## src/rtl/spt_pkg.sv

```systemverilog
// Shared types and constants for the sextupole particle tracking unit.
// Used by the controller, the datapath, the arithmetic unit and the top level.
`default_nettype none
package spt_pkg;

	typedef enum logic {AM_MULQ, AM_MULDIV} arith_mode_t;

	typedef enum logic [4:0] {
		SRC_X, SRC_PX, SRC_Y, SRC_PY, SRC_PATH,
		SRC_H, SRC_L1, SRC_L2, SRC_HK, SRC_K1, SRC_K2, SRC_T, SRC_U,
		SRC_LEN, SRC_ONE, SRC_C1, SRC_C2, SRC_D1, SRC_D2, SRC_KS
	} src_t;

	typedef enum logic [2:0] {DIV_DEN, DIV_DEN2, DIV_ONE, DIV_COEF, DIV_NSL} div_sel_t;

	typedef enum logic [2:0] {CB_WRITE, CB_ADD, CB_SUB, CB_ADDC, CB_SUBC} comb_t;

	typedef struct packed {
		arith_mode_t mode;
		src_t        a;
		src_t        b;
		div_sel_t    c;
		src_t        dst;
		comb_t       comb;
	} uop_t;

	typedef struct packed {
		logic load;
		logic issue;
		uop_t uop;
	} cmd_t;

	typedef struct packed {
		logic op_done;
		logic invalid;
		logic zero_len;
	} status_t;

	typedef enum logic [2:0] {ST_IDLE, ST_CHECK, ST_RUN, ST_WAIT, ST_RESULT} ctrl_state_t;

	typedef enum logic [1:0] {PH_SETUP, PH_SLICE, PH_THIN} phase_t;

	typedef enum logic [2:0] {AR_IDLE, AR_MUL, AR_CHK, AR_DIV, AR_FIN} ar_state_t;

	localparam logic [1:0] REG_LEN    = 2'd0;
	localparam logic [1:0] REG_K2     = 2'd1;
	localparam logic [1:0] REG_SLICES = 2'd2;

	localparam logic [2:0] LAST_SETUP_OP = 3'd5;
	localparam logic [2:0] LAST_STEP_OP  = 3'd4;
	localparam logic [2:0] LAST_SUB      = 3'd6;
	localparam logic [2:0] MID_SUB       = 3'd3;

	localparam logic [63:0] COEF_DEN = 64'd1000000000000000000;
	localparam logic signed [63:0] C1_NUM = 64'sd675603595979828817;
	localparam logic signed [63:0] C2_NUM = -64'sd175603595979828817;
	localparam logic signed [63:0] D1_NUM = 64'sd1351207191959657634;
	localparam logic signed [63:0] D2_NUM = -64'sd1702414383919315268;

	localparam logic [63:0] CAP62 = 64'h3FFF_FFFF_FFFF_FFFF;
	localparam logic [47:0] MAX48 = 48'h7FFF_FFFF_FFFF;
	localparam logic [47:0] MIN48 = 48'h8000_0000_0000;

endpackage
`default_nettype wire

```

## src/rtl/spt_ctrl.sv

```systemverilog
// Controller: sequences setup, slice drift-kick steps and the thin kick as
// operations on the datapath, and runs the start/busy/done handshake. Uses spt_pkg.
`default_nettype none
module spt_ctrl #(
	parameter int NW = 7
) (
	input  wire                  clk,
	input  wire                  arst_n,
	input  wire                  start,
	output logic                 busy,
	output logic                 done,
	input  wire logic [NW-1:0]   n_slices,
	output spt_pkg::cmd_t        cmd,
	input  wire spt_pkg::status_t status
);

	spt_pkg::ctrl_state_t state_q, state_d;
	spt_pkg::phase_t      phase_q, phase_d;
	logic [2:0]           op_q, op_d, sub_q, sub_d;
	logic [NW-1:0]        slice_q, slice_d;
	logic                 accept;
	spt_pkg::uop_t        uop;

	function automatic spt_pkg::uop_t mk(input spt_pkg::arith_mode_t m, input spt_pkg::src_t a,
		input spt_pkg::src_t b, input spt_pkg::div_sel_t c, input spt_pkg::src_t d,
		input spt_pkg::comb_t k);
		spt_pkg::uop_t u;
		u.mode = m;
		u.a    = a;
		u.b    = b;
		u.c    = c;
		u.dst  = d;
		u.comb = k;
		return u;
	endfunction

	function automatic spt_pkg::uop_t setup_uop(input logic [2:0] i);
		spt_pkg::uop_t u;
		case (i)
			3'd0: u = mk(spt_pkg::AM_MULDIV, spt_pkg::SRC_LEN, spt_pkg::SRC_ONE,
				spt_pkg::DIV_NSL, spt_pkg::SRC_H, spt_pkg::CB_WRITE);
			3'd1: u = mk(spt_pkg::AM_MULDIV, spt_pkg::SRC_H, spt_pkg::SRC_C1,
				spt_pkg::DIV_COEF, spt_pkg::SRC_L1, spt_pkg::CB_WRITE);
			3'd2: u = mk(spt_pkg::AM_MULDIV, spt_pkg::SRC_H, spt_pkg::SRC_C2,
				spt_pkg::DIV_COEF, spt_pkg::SRC_L2, spt_pkg::CB_WRITE);
			3'd3: u = mk(spt_pkg::AM_MULDIV, spt_pkg::SRC_H, spt_pkg::SRC_KS,
				spt_pkg::DIV_ONE, spt_pkg::SRC_HK, spt_pkg::CB_WRITE);
			3'd4: u = mk(spt_pkg::AM_MULDIV, spt_pkg::SRC_HK, spt_pkg::SRC_D1,
				spt_pkg::DIV_COEF, spt_pkg::SRC_K1, spt_pkg::CB_WRITE);
			default: u = mk(spt_pkg::AM_MULDIV, spt_pkg::SRC_HK, spt_pkg::SRC_D2,
				spt_pkg::DIV_COEF, spt_pkg::SRC_K2, spt_pkg::CB_WRITE);
		endcase
		return u;
	endfunction

	function automatic spt_pkg::uop_t drift_uop(input logic [2:0] i, input spt_pkg::src_t l);
		spt_pkg::uop_t u;
		case (i)
			3'd0: u = mk(spt_pkg::AM_MULDIV, l, spt_pkg::SRC_PX,
				spt_pkg::DIV_DEN, spt_pkg::SRC_X, spt_pkg::CB_ADDC);
			3'd1: u = mk(spt_pkg::AM_MULDIV, l, spt_pkg::SRC_PY,
				spt_pkg::DIV_DEN, spt_pkg::SRC_Y, spt_pkg::CB_ADDC);
			3'd2: u = mk(spt_pkg::AM_MULQ, spt_pkg::SRC_PX, spt_pkg::SRC_PX,
				spt_pkg::DIV_DEN, spt_pkg::SRC_T, spt_pkg::CB_WRITE);
			3'd3: u = mk(spt_pkg::AM_MULQ, spt_pkg::SRC_PY, spt_pkg::SRC_PY,
				spt_pkg::DIV_DEN, spt_pkg::SRC_T, spt_pkg::CB_ADD);
			default: u = mk(spt_pkg::AM_MULDIV, l, spt_pkg::SRC_T,
				spt_pkg::DIV_DEN2, spt_pkg::SRC_PATH, spt_pkg::CB_SUBC);
		endcase
		return u;
	endfunction

	function automatic spt_pkg::uop_t kick_uop(input logic [2:0] i, input spt_pkg::src_t k);
		spt_pkg::uop_t u;
		case (i)
			3'd0: u = mk(spt_pkg::AM_MULQ, spt_pkg::SRC_Y, spt_pkg::SRC_Y,
				spt_pkg::DIV_DEN, spt_pkg::SRC_T, spt_pkg::CB_WRITE);
			3'd1: u = mk(spt_pkg::AM_MULQ, spt_pkg::SRC_X, spt_pkg::SRC_X,
				spt_pkg::DIV_DEN, spt_pkg::SRC_T, spt_pkg::CB_SUB);
			3'd2: u = mk(spt_pkg::AM_MULQ, spt_pkg::SRC_X, spt_pkg::SRC_Y,
				spt_pkg::DIV_DEN, spt_pkg::SRC_U, spt_pkg::CB_WRITE);
			3'd3: u = mk(spt_pkg::AM_MULDIV, k, spt_pkg::SRC_T,
				spt_pkg::DIV_DEN2, spt_pkg::SRC_PX, spt_pkg::CB_ADDC);
			default: u = mk(spt_pkg::AM_MULDIV, k, spt_pkg::SRC_U,
				spt_pkg::DIV_DEN, spt_pkg::SRC_PY, spt_pkg::CB_ADDC);
		endcase
		return u;
	endfunction

	always_comb begin
		case (phase_q)
			spt_pkg::PH_SETUP: uop = setup_uop(op_q);
			spt_pkg::PH_SLICE: begin
				if (sub_q[0])
					uop = kick_uop(op_q, (sub_q == spt_pkg::MID_SUB) ? spt_pkg::SRC_K2
						: spt_pkg::SRC_K1);
				else
					uop = drift_uop(op_q, (sub_q == 3'd0 || sub_q == spt_pkg::LAST_SUB)
						? spt_pkg::SRC_L1 : spt_pkg::SRC_L2);
			end
			default: uop = kick_uop(op_q, spt_pkg::SRC_KS);
		endcase
	end

	always_comb begin
		busy      = !(state_q == spt_pkg::ST_IDLE || state_q == spt_pkg::ST_RESULT);
		done      = state_q == spt_pkg::ST_RESULT;
		accept    = start && !busy;
		cmd.load  = accept;
		cmd.issue = state_q == spt_pkg::ST_RUN;
		cmd.uop   = uop;

		state_d = state_q;
		phase_d = phase_q;
		op_d    = op_q;
		sub_d   = sub_q;
		slice_d = slice_q;
		unique case (state_q)
			spt_pkg::ST_IDLE,
			spt_pkg::ST_RESULT: state_d = accept ? spt_pkg::ST_CHECK : spt_pkg::ST_IDLE;
			spt_pkg::ST_CHECK: begin
				op_d    = 3'd0;
				sub_d   = 3'd0;
				slice_d = '0;
				if (status.invalid) begin
					state_d = spt_pkg::ST_RESULT;
				end else begin
					state_d = spt_pkg::ST_RUN;
					phase_d = status.zero_len ? spt_pkg::PH_THIN : spt_pkg::PH_SETUP;
				end
			end
			spt_pkg::ST_RUN: state_d = spt_pkg::ST_WAIT;
			spt_pkg::ST_WAIT: begin
				if (status.op_done) begin
					state_d = spt_pkg::ST_RUN;
					op_d    = op_q + 3'd1;
					case (phase_q)
						spt_pkg::PH_SETUP: begin
							if (op_q == spt_pkg::LAST_SETUP_OP) begin
								phase_d = spt_pkg::PH_SLICE;
								op_d    = 3'd0;
							end
						end
						spt_pkg::PH_SLICE: begin
							if (op_q == spt_pkg::LAST_STEP_OP) begin
								op_d  = 3'd0;
								sub_d = sub_q + 3'd1;
								if (sub_q == spt_pkg::LAST_SUB) begin
									sub_d   = 3'd0;
									slice_d = slice_q + NW'(1);
									if (slice_q == n_slices - NW'(1))
										state_d = spt_pkg::ST_RESULT;
								end
							end
						end
						default: begin
							if (op_q == spt_pkg::LAST_STEP_OP) state_d = spt_pkg::ST_RESULT;
						end
					endcase
				end
			end
			default: state_d = spt_pkg::ST_IDLE;
		endcase
	end

	always_ff @(posedge clk or negedge arst_n) begin
		if (!arst_n) begin
			state_q <= spt_pkg::ST_IDLE;
			phase_q <= spt_pkg::PH_SETUP;
			op_q    <= 3'd0;
			sub_q   <= 3'd0;
			slice_q <= '0;
		end else begin
			state_q <= state_d;
			phase_q <= phase_d;
			op_q    <= op_d;
			sub_q   <= sub_d;
			slice_q <= slice_d;
		end
	end

endmodule
`default_nettype wire

```

## config.mk

```make
export PLATFORM = sky130hd
export DESIGN_NAME = spt_ctrl
export DESIGN_NICKNAME = d
export VERILOG_FILES = /design/src/rtl/spt_pkg.sv /design/src/rtl/spt_ctrl.sv
export SDC_FILE = /design/constraint.sdc
export NUM_CORES = 1
export LEC_CHECK = 0
export ABC_CLOCK_PERIOD_IN_PS = 3150
export BUFFER_PORTS_ARGS = -buffer_cell sky130_fd_sc_hd__buf_2
export CORE_MARGIN = 5
export CORE_UTILIZATION = 32
export DETAILED_ROUTE_END_ITERATION = 10
export PLACE_DENSITY = 0.6
export SKIP_LAST_GASP = 1
export SYNTH_ARGS = -nofsm -noshare
export SYNTH_HDL_FRONTEND = slang
export SYNTH_SLANG_ARGS = --single-unit
```

## constraint.sdc

```tcl
create_clock -name clk -period 3.15 [get_ports clk]
set_input_delay 0.1575 -clock clk [delete_from_list [all_inputs] [get_ports clk]]
set_output_delay 0.1575 -clock clk [all_outputs]
set_load 0.02 [all_outputs]
```

==> results.cfg, run 1 <==
[outcome]
status = finished clean

[synth]
synth-edff-count = 0
mappedNetlistNets = 268
synth_top_cells_by_area = sky130_fd_sc_hd__dfrtp_1 (25%), sky130_fd_sc_hd__xnor2_1 (5.8%), sky130_fd_sc_hd__nor2_1 (5.6%)
share_of_yosys_cell_area_claimed_by_the_top_area_cell_type_pct = 24.8
synth.cell_area_um2 = 1820
yosys_warnings = 0
synthesis.area_per_instance_um2 = 7.37
ys.flop_type = sky130_fd_sc_hd__dfrtp_1
yosys_register_bits = 18
synthArstFlopShare_pct = 100
synth_sequential_area_ratio_pct = 24.8
netlist_instances = 247
ys_types = 52
post-synth-top-area-cell = sky130_fd_sc_hd__dfrtp_1

[critical_path]
worstPathArrival_ns = 2.73
critPathSlowestCell = sky130_fd_sc_hd__dfrtp_1
timing.critical_path.to_type = primary output
setup.worst_path.start_class = flip-flop
critical-path-top-delay-family = flip-flops
cp_cell_sequence = inv_1 -> ha_1 -> nor4_1 -> nand2_1 -> a31oi_1 -> a21oi_1 -> buf_2
critical_path.max_stage_delay_ns = 0.72
worst-setup-path-type = flip-flop to primary output
timing.critical_path.required_ns = 2.99
worst-path-buf-inv = 2
cp_max_fo = 21

[detailed_routing]
drt_pre_antenna_iters = 4
detail-route-antenna-nets = 0
avgViaCountPerCell = 5.49
drc_errors = 0
num_vias = 1923
count_of_routing_violations_after_the_opening_detailed_route_iteration = 187
wl_per_cell_um = 14.3
final_wl_um = 5000

[finish]
synth_to_layout_area_growth_pct = 16.2
mostFrequentLayoutCell = sky130_fd_sc_hd__buf_2
n_fill_cell = 601
final_layout_net_count = 301
final_layout_size_suffix_gt1_share_pct = 18.0
post-route-util_pct = 38.4
num_antenna_cells = 0
layout.cells.most_common_list = sky130_fd_sc_hd__buf_2 (37), sky130_fd_sc_hd__nor2_1 (27), sky130_fd_sc_hd__nand2_1 (24)
final_area_um2 = 2110

[clocking]
cts_made_buffers = 3
worst_skew_pair.late_latency_ns = 0.25
tritoncts = built
clock_tree.buffer_depth = 2
clkSlewWorstSetupHoldPaths_ns = 0.07
cts.hold.buffers_added = 1
cts-resized-gates = 0
cts_root_buf = sky130_fd_sc_hd__clkbuf_8
post-cts-setup-buffers = 0
cts_num_sinks = 18
cts.htree.levels = 1

[global_route]
grt_use_total_pct = 13.6
globalRoute.busiestLayer = met2
grt_use_met3_pct = 2.52
grt_start_max_net_pins = 22
grt_util_met2_pct = 22.6
number_of_antenna_violations_at_the_first_check_in_global_routing = 0
globalRoute.totalOverflow = 0
grt_pass1_vias = 1770
grt_pass1_wl_um = 8340
grt_use_met1_pct = 18.5

[timing]
max-slew-margin-rel_pct = 58.4
timing.final.hold_violations = 0
final.setup_skew_ns = 0.00622
unrepaired_setup_endpoints_after_global_routing = false
finalCritPeriodShare_pct = 91.8
finalSetupViolCount = 0
tns_ns = 0
final-max-slew-violation-count = 0
max_slew.worst_pin.slew_ns = 0.618
max_freq_mhz = 346
period_needed_ns = 2.89

[floorplanning]
boundaryPins = 39
design.core.area_um2 = 5510
starting_density_of_the_core_pct = 33.0
std_cell_rows = 27
fp.dieW_um = 85.4
die_span_y_um = 85.4
design.die.area_um2 = 7290

[placed_design]
routabilityCongestion = 0.861
dpl-instance-area_um2 = 2060
placement.io_buffers = 37
dp.final_hpwl_um = 3810

[power_and_ir_drop]
cellPowerDensity_nw_per_um2 = 1180
cellLeakagePower_uw = 0.000940
vdd.ir_drop.worst_mv = 0.462

[min_path]
min_path_type = primary input to flip-flop

[flow_run]
max-cap-violations = 0
[cells in the mapped netlist, types with 4 or more instances]
cell,count
sky130_fd_sc_hd__nand2_1,24
sky130_fd_sc_hd__nor3b_1,4
sky130_fd_sc_hd__nor3_1,14
sky130_fd_sc_hd__nor4_1,6
sky130_fd_sc_hd__a31oi_1,4
sky130_fd_sc_hd__dfrtp_1,18
sky130_fd_sc_hd__ha_1,8
sky130_fd_sc_hd__nor2_1,27
sky130_fd_sc_hd__nand3_1,7
sky130_fd_sc_hd__clkbuf_1,10
sky130_fd_sc_hd__nand2b_1,5
sky130_fd_sc_hd__a21o_1,4
sky130_fd_sc_hd__inv_1,13
sky130_fd_sc_hd__xnor2_1,12
sky130_fd_sc_hd__o22ai_1,5
sky130_fd_sc_hd__o21ai_0,20
sky130_fd_sc_hd__a21oi_1,10
[routing by layer]
| layer | vias up | share of wire, % |
|---|---|---|
| met4 | 0 | 0.84 |
| met1 | 921 | 47 |
| met3 | 4 | 5.0 |
| met5 | - | 0 |
| met2 | 45 | 47 |
| li1 | 953 | - |
[sequential cells by signal (all words and copies together) (netlist names)]
name	count
slice_q	7
op_q	3
state_q	3
sub_q	3
phase_q	2
[final timing paths]
check	start	end	slack (ns)	cells past startpoint
min in group asynchronous	arst_n	state_q[2]	0.37	2
max in group asynchronous	arst_n	slice_q[0]	2.48	2
worst max-delay path	op_q[2]	cmd[17]	0.26	7
worst max register to register	op_q[0]	slice_q[6]	0.82	7
worst min register to register	slice_q[0]	slice_q[0]	0.56	1
worst min-delay path	status[0]	phase_q[1]	0.14	2
[through the flow]
step,worst slack (ns),total power (µW),cells,hold slack (ns)
global route,0.144,2700,350,0.156
detailed placement,0.670,2320,346,0.122
finish,0.258,2490,350,0.140
floorplan,0.909,1770,247,-0.138
global placement,0.744,2320,346,0.120
CTS,0.389,2490,350,0.136
[kinds of logic (layout without fill, tap and decap cells)]
logic type	after synthesis	in the layout	share of synthesized area (%)
flops	18	18	24.8
fa+ha+maj	8	8	5.50
simple gates	108	108	30.0
buf+inv	27	58	6.12
compound gates	69	69	25.0
other cells	1	1	0.206
xor+xnor	16	16	8.46
[report_power, final]
| group | internal, µW | leakage, µW | switching (µW) | total (µW) |
|---|---|---|---|---|
| combinational | 682 | 0.000682 | 1250 | 1940 |
| clock | 84.8 | 0.0000216 | 70.3 | 155 |
| sequential | 299 | 0.000237 | 101 | 399 |
| total | 1070 | 0.000940 | 1430 | 2490 |
[worst reg2reg max path: stages (launching register included)]
cell and delay [ns]:
sky130_fd_sc_hd__dfrtp_1 0.42, sky130_fd_sc_hd__inv_1 0.09, sky130_fd_sc_hd__ha_1 0.46, sky130_fd_sc_hd__and4b_1 0.35
sky130_fd_sc_hd__a31oi_1 0.25, sky130_fd_sc_hd__nor4_1 0.41, sky130_fd_sc_hd__xnor2_1 0.16, sky130_fd_sc_hd__nor2_1 0.05
[cell type report]
type	instances	area [µm²]	share of cell area (%)
multi-input cells	202	1260	59.5
flip-flops and latches	18	450	21.3
inverters	13	48.8	2.31
repair buffers	42	225	10.7
clock buffers	3	41.3	1.95
well taps	72	90.1	4.26
(Power assumes the default switching activity.)
==> run 2: changes to the inputs <==
--- a/config.mk
+++ b/config.mk
@@ -5,7 +5,7 @@
 export SDC_FILE = /design/constraint.sdc
 export NUM_CORES = 1
 export LEC_CHECK = 0
-export ABC_CLOCK_PERIOD_IN_PS = 3150
+export ABC_CLOCK_PERIOD_IN_PS = 2800
 export BUFFER_PORTS_ARGS = -buffer_cell sky130_fd_sc_hd__buf_2
 export CORE_MARGIN = 5
 export CORE_UTILIZATION = 32
==> constraint.sdc (replaced) <==
create_clock -name clk -period 2.8 [get_ports clk]
set_input_delay 0.14 -clock clk [delete_from_list [all_inputs] [get_ports clk]]
set_output_delay 0.14 -clock clk [all_outputs]
set_load 0.02 [all_outputs]
==> results.cfg, run 2 (synthesis gave the netlist of run 1 again) <==
[finish]
final_layout_net_count = 302
mostFrequentLayoutCell = sky130_fd_sc_hd__buf_2
largest_register_by_flop_count = slice_q
n_fill_cell = 575
ff_latch_area_um2 = 450
layout.cells.most_common_list = sky130_fd_sc_hd__buf_2 (37), sky130_fd_sc_hd__nor2_1 (27), sky130_fd_sc_hd__nand2_1 (24)
max_reg_flops = 7
multiInputGateArea_um2 = 1260
final_layout_size_suffix_gt1_share_pct = 18.6
final_area_um2 = 2130
num_antenna_cells = 0
synth_to_layout_area_growth_pct = 17.3

[timing]
max-slew-margin-rel_pct = 58.5
max_freq_mhz = 393
tns_ns = 0
final.setup_skew_ns = 0.00593
finalCritPeriodShare_pct = 90.8
final-max-slew-violation-count = 0
max_slew.worst_pin.slew_ns = 0.620
timing.final.hold_violations = 0
period_needed_ns = 2.54
finalSetupViolCount = 0
unrepaired_setup_endpoints_after_global_routing = false

[detailed_routing]
count_of_routing_violations_after_the_opening_detailed_route_iteration = 138
avgViaCountPerCell = 5.43
num_vias = 1913
wl_per_cell_um = 13.5
drt_pre_antenna_iters = 4
drc_errors = 0
detail-route-antenna-nets = 0
final_wl_um = 4770

[floorplanning]
std_cell_rows = 27
die_span_y_um = 85.4
fp.dieW_um = 85.4
design.core.area_um2 = 5510
starting_density_of_the_core_pct = 33.0
boundaryPins = 39
design.die.area_um2 = 7290

[power_and_ir_drop]
vdd.ir_drop.worst_mv = 0.532
cellLeakagePower_uw = 0.000952
cellPowerDensity_nw_per_um2 = 1320

[clocking]
cts-resized-gates = 0
cts_made_buffers = 3
worst_skew_pair.late_latency_ns = 0.25
cts_num_sinks = 18
tritoncts = built
clkSlewWorstSetupHoldPaths_ns = 0.07
cts_root_buf = sky130_fd_sc_hd__clkbuf_8
cts.htree.levels = 1
clock_tree.buffer_depth = 2

[global_route]
grt_pass1_wl_um = 8310
grt_use_total_pct = 13.4
grt_start_max_net_pins = 21
grt_pass1_vias = 1750
number_of_antenna_violations_at_the_first_check_in_global_routing = 0
globalRoute.totalOverflow = 0

[critical_path]
timing.critical_path.required_ns = 2.66
worstPathArrival_ns = 2.40
timing.critical_path.to_type = primary output
worst-setup-path-type = flip-flop to primary output
reg2reg_slack_ns = 0.47
setup.worst_path.start_class = flip-flop
cp_max_fo = 15

[placed_design]
dpl-instance-area_um2 = 2070
placement.io_buffers = 37
routabilityCongestion = 0.871
dp.final_hpwl_um = 3680

[outcome]
status = finished clean

[flow_run]
max-cap-violations = 0

[min_path]
min_path_type = primary input to flip-flop
## run 2: layout make-up
type                    instances  area share (%)
clock buffers                   4            2.58
multi-input cells             202            58.9
inverters                      13            2.29
flip-flops and latches         18            21.1
well taps                      72            4.22
repair buffers                 43            10.9
## run 2: routing by layer
layer	track usage, %	up-vias	routed length, µm
li1	-	959	-
met4	1.73	0	11
met1	19.1	895	2280
met2	21.6	57	2200
met3	2.33	2	275
met5	0	-	0
## run 2: stage by stage
stage	total power [µW]	util, %	worst slack, ns	hold slack, ns	instances
after global routing	3070	38.8	0.0878	0.118	352
after detailed placement	2600	37.6	0.495	0.102	347
after floorplan	1990	-	0.576	-0.156	247
final	2810	38.8	0.258	0.113	352
after CTS	2820	38.8	0.270	0.110	352
after global placement	2610	37.6	0.527	0.0983	347
## run 2: path summary, 6_finish.rpt
path	startpoint	to	cells after the start
min in group asynchronous	arst_n	phase_q[0]	2
worst max register to register	op_q[0]	state_q[1]	7
max in group asynchronous	arst_n	slice_q[0]	2
worst min register to register	sub_q[1]	sub_q[1]	1
worst max-delay path	op_q[0]	cmd[8]	8
worst min-delay path	status[0]	phase_q[1]	2
## run 2: timing repair
action	4_1_cts	5_1_grt
endpoints found under the hold margin	18	0
hold buffers	1	0
buffers inserted	0	0
## run 2: critical path: stages, from the launching register on
cell                       delay [ns]
sky130_fd_sc_hd__dfrtp_1         0.40
sky130_fd_sc_hd__inv_1           0.08
sky130_fd_sc_hd__ha_1            0.37
sky130_fd_sc_hd__nor3_1          0.37
sky130_fd_sc_hd__nor2_1          0.11
sky130_fd_sc_hd__or3_1           0.37
sky130_fd_sc_hd__o21a_1          0.12
sky130_fd_sc_hd__o221ai_1        0.15
sky130_fd_sc_hd__buf_2           0.19
## run 2: power by group
part	internal (µW)	switching, µW	total, µW
Clock	125	85.7	210
Sequential	337	77.5	414
Combinational	775	1410	2190
==> run 3: changes to the inputs <==
--- a/config.mk
+++ b/config.mk
@@ -8,10 +8,12 @@
 export ABC_CLOCK_PERIOD_IN_PS = 2800
 export BUFFER_PORTS_ARGS = -buffer_cell sky130_fd_sc_hd__buf_2
 export CORE_MARGIN = 5
-export CORE_UTILIZATION = 32
+export CORE_UTILIZATION = 55
 export DETAILED_ROUTE_END_ITERATION = 10
-export PLACE_DENSITY = 0.6
+export HOLD_SLACK_MARGIN = 0.1
+export PLACE_DENSITY = 0.88
 export SKIP_LAST_GASP = 1
 export SYNTH_ARGS = -nofsm -noshare
 export SYNTH_HDL_FRONTEND = slang
 export SYNTH_SLANG_ARGS = --single-unit
+export TNS_END_PERCENT = 30
==> results.cfg, run 3 (synthesis gave the netlist of run 1 again) <==
[outcome]
status = finished clean

[critical_path]
cp_max_fo = 15
worstReg2RegEnd = slice_q[6]
regToRegStartpoint = op_q[1]
critical-path-top-delay-family = simple AND/OR/NAND/NOR gates
worstPathArrival_ns = 2.44
cp-endpoint = cmd[8]
critPathSlowestCell = sky130_fd_sc_hd__dfrtp_1
cp_cell_sequence = inv_1 -> ha_1 -> nor3_2 -> nor2_1 -> or3_1 -> o21a_1 -> o221ai_1 -> buf_2
timing.critical_path.required_ns = 2.66
startpoint = op_q[0]
worst-path-buf-inv = 2
worst-setup-path-type = flip-flop to primary output
critical_path_depth = 8
setup.worst_path.start_class = flip-flop
reg2reg_slack_ns = 0.41
timing.critical_path.to_type = primary output
critical_path.max_stage_delay_ns = 0.41
r2r.worst_path.cells = 7

[finish]
largest_register_by_flop_count = slice_q
final_area_um2 = 2110
mostFrequentLayoutCell = sky130_fd_sc_hd__buf_2
n_fill_cell = 267
num_antenna_cells = 0
ff_latch_area_um2 = 450
layout.cells.most_common_list = sky130_fd_sc_hd__buf_2 (37), sky130_fd_sc_hd__nor2_1 (27), sky130_fd_sc_hd__nand2_1 (24)
multiInputGateArea_um2 = 1260
synth_to_layout_area_growth_pct = 15.7
final_layout_size_suffix_gt1_share_pct = 18.8
final_cell_count_no_fill = 326
max_reg_flops = 7
final_layout_net_count = 304

[placed_design]
dp.final_hpwl_um = 3510
routabilityCongestion = 0.922
dp_worst_setup_slack_ns = 0.501
placement.io_buffers = 37
dpl-instance-area_um2 = 2030
numPlacedInstances = 319

[detailed_routing]
num_vias = 1949
avgViaCountPerCell = 5.98
wl_per_cell_um = 14.2
drc_errors = 0
count_of_routing_violations_after_the_opening_detailed_route_iteration = 236
detail-route-antenna-nets = 0
drt_pre_antenna_iters = 5
final_wl_um = 4620

[global_route]
grt_use_total_pct = 21.0
globalRoute.totalOverflow = 0
number_of_antenna_violations_at_the_first_check_in_global_routing = 0
grt_start_max_net_pins = 21
grt_pass1_wl_um = 7520
grt_pass1_vias = 1660

[floorplanning]
die_span_y_um = 67.5
boundaryPins = 39
fp.dieW_um = 67.5
starting_density_of_the_core_pct = 58.6
design.die.area_um2 = 4560
std_cell_rows = 20
design.core.area_um2 = 3100

[timing]
timing.hold.ws_ns = 0.134
unrepaired_setup_endpoints_after_global_routing = false
tns_ns = 0
max-slew-margin-rel_pct = 57.1
final.setup_skew_ns = 0.00728
final.setup.worst_slack_ns = 0.224
final-max-slew-violation-count = 0
period_needed_ns = 2.58
finalCritPeriodShare_pct = 92.0
timing.final.hold_violations = 0
max_freq_mhz = 388
finalSetupViolCount = 0
max_slew.worst_pin.slew_ns = 0.641

[power_and_ir_drop]
cellPowerDensity_nw_per_um2 = 1320
cellLeakagePower_uw = 0.000954
vdd.ir_drop.worst_mv = 0.643

[flow_run]
max-cap-violations = 0

[clocking]
cts_root_buf = sky130_fd_sc_hd__clkbuf_4
cts_num_sinks = 18
cts.htree.levels = 1
clock_tree.buffer_depth = 2
cts_made_buffers = 3
tritoncts = built
clkSlewWorstSetupHoldPaths_ns = 0.10
worst_skew_pair.late_latency_ns = 0.30
post-cts-setup-buffers = 0

[min_path]
min_path_type = primary input to flip-flop
==> run 3: cell count changes in the layout (fill, tap and decap cells not counted), sizes merged <==
cell / delta
dlygate4sd3: +2
==> run 3: worst register-to-register path, cell delays in order, from the launching register on <==
cell,delay (ns)
sky130_fd_sc_hd__dfrtp_1,0.41
sky130_fd_sc_hd__inv_1,0.10
sky130_fd_sc_hd__ha_1,0.49
sky130_fd_sc_hd__and4b_1,0.36
sky130_fd_sc_hd__a31oi_1,0.26
sky130_fd_sc_hd__nor4_1,0.41
sky130_fd_sc_hd__xnor2_1,0.16
sky130_fd_sc_hd__nor2_1,0.05
==> run 3: layer usage <==
metal,up-vias,GRT usage [%],wire length (µm)
li1,966,-,-
met1,879,30.4,2030
met2,98,33.3,2130
met3,6,3.49,426
met4,0,3.04,38
met5,-,0,0
==> run 3: per-stage QoR <==
stage                     total power [µW]  util [%]
final                                 2790      67.9
after global routing                  3000      67.9
after CTS                             2750      67.7
after detailed placement              2580      65.6
after global placement                2570      65.6
after floorplan                       1990         -
==> run 3: cell type report <==
class | count | share of cell area, %
multi-input cells | 202 | 60.0
flip-flops and latches | 18 | 21.4
repair buffers | 45 | 12.0
well taps | 44 | 2.61
inverters | 13 | 2.32
clock buffers | 4 | 1.72
==> run 3: how the worst min path moves through the flow <==
stage | from | slack (ns) | cells past startpoint | to
5_1_grt | status[1] | 0.14 | 3 | phase_q[0]
6_report | status[1] | 0.13 | 3 | phase_q[0]
3_5_place_dp | arst_n | 0.09 | 1 | slice_q[5]
3_3_place_gp | arst_n | 0.08 | 1 | slice_q[5]
4_1_cts | status[1] | 0.13 | 3 | phase_q[0]
2_1_floorplan | arst_n | -0.16 | 0 | op_q[0]
==> run 3: power breakdown <==
| part | switching, µW | leakage [µW] | internal (µW) |
|---|---|---|---|
| Sequential | 84.1 | 0.000237 | 336 |
| Combinational | 1430 | 0.000696 | 781 |
| Clock | 82.6 | 0.0000210 | 79.5 |
| Total | 1590 | 0.000954 | 1200 |
==> run 3: timing repair <==
item,CTS,global route
endpoints found under the setup margin,0,1
hold buffers,3,0
hold endpoints to repair,20,0
resized for setup,0,1
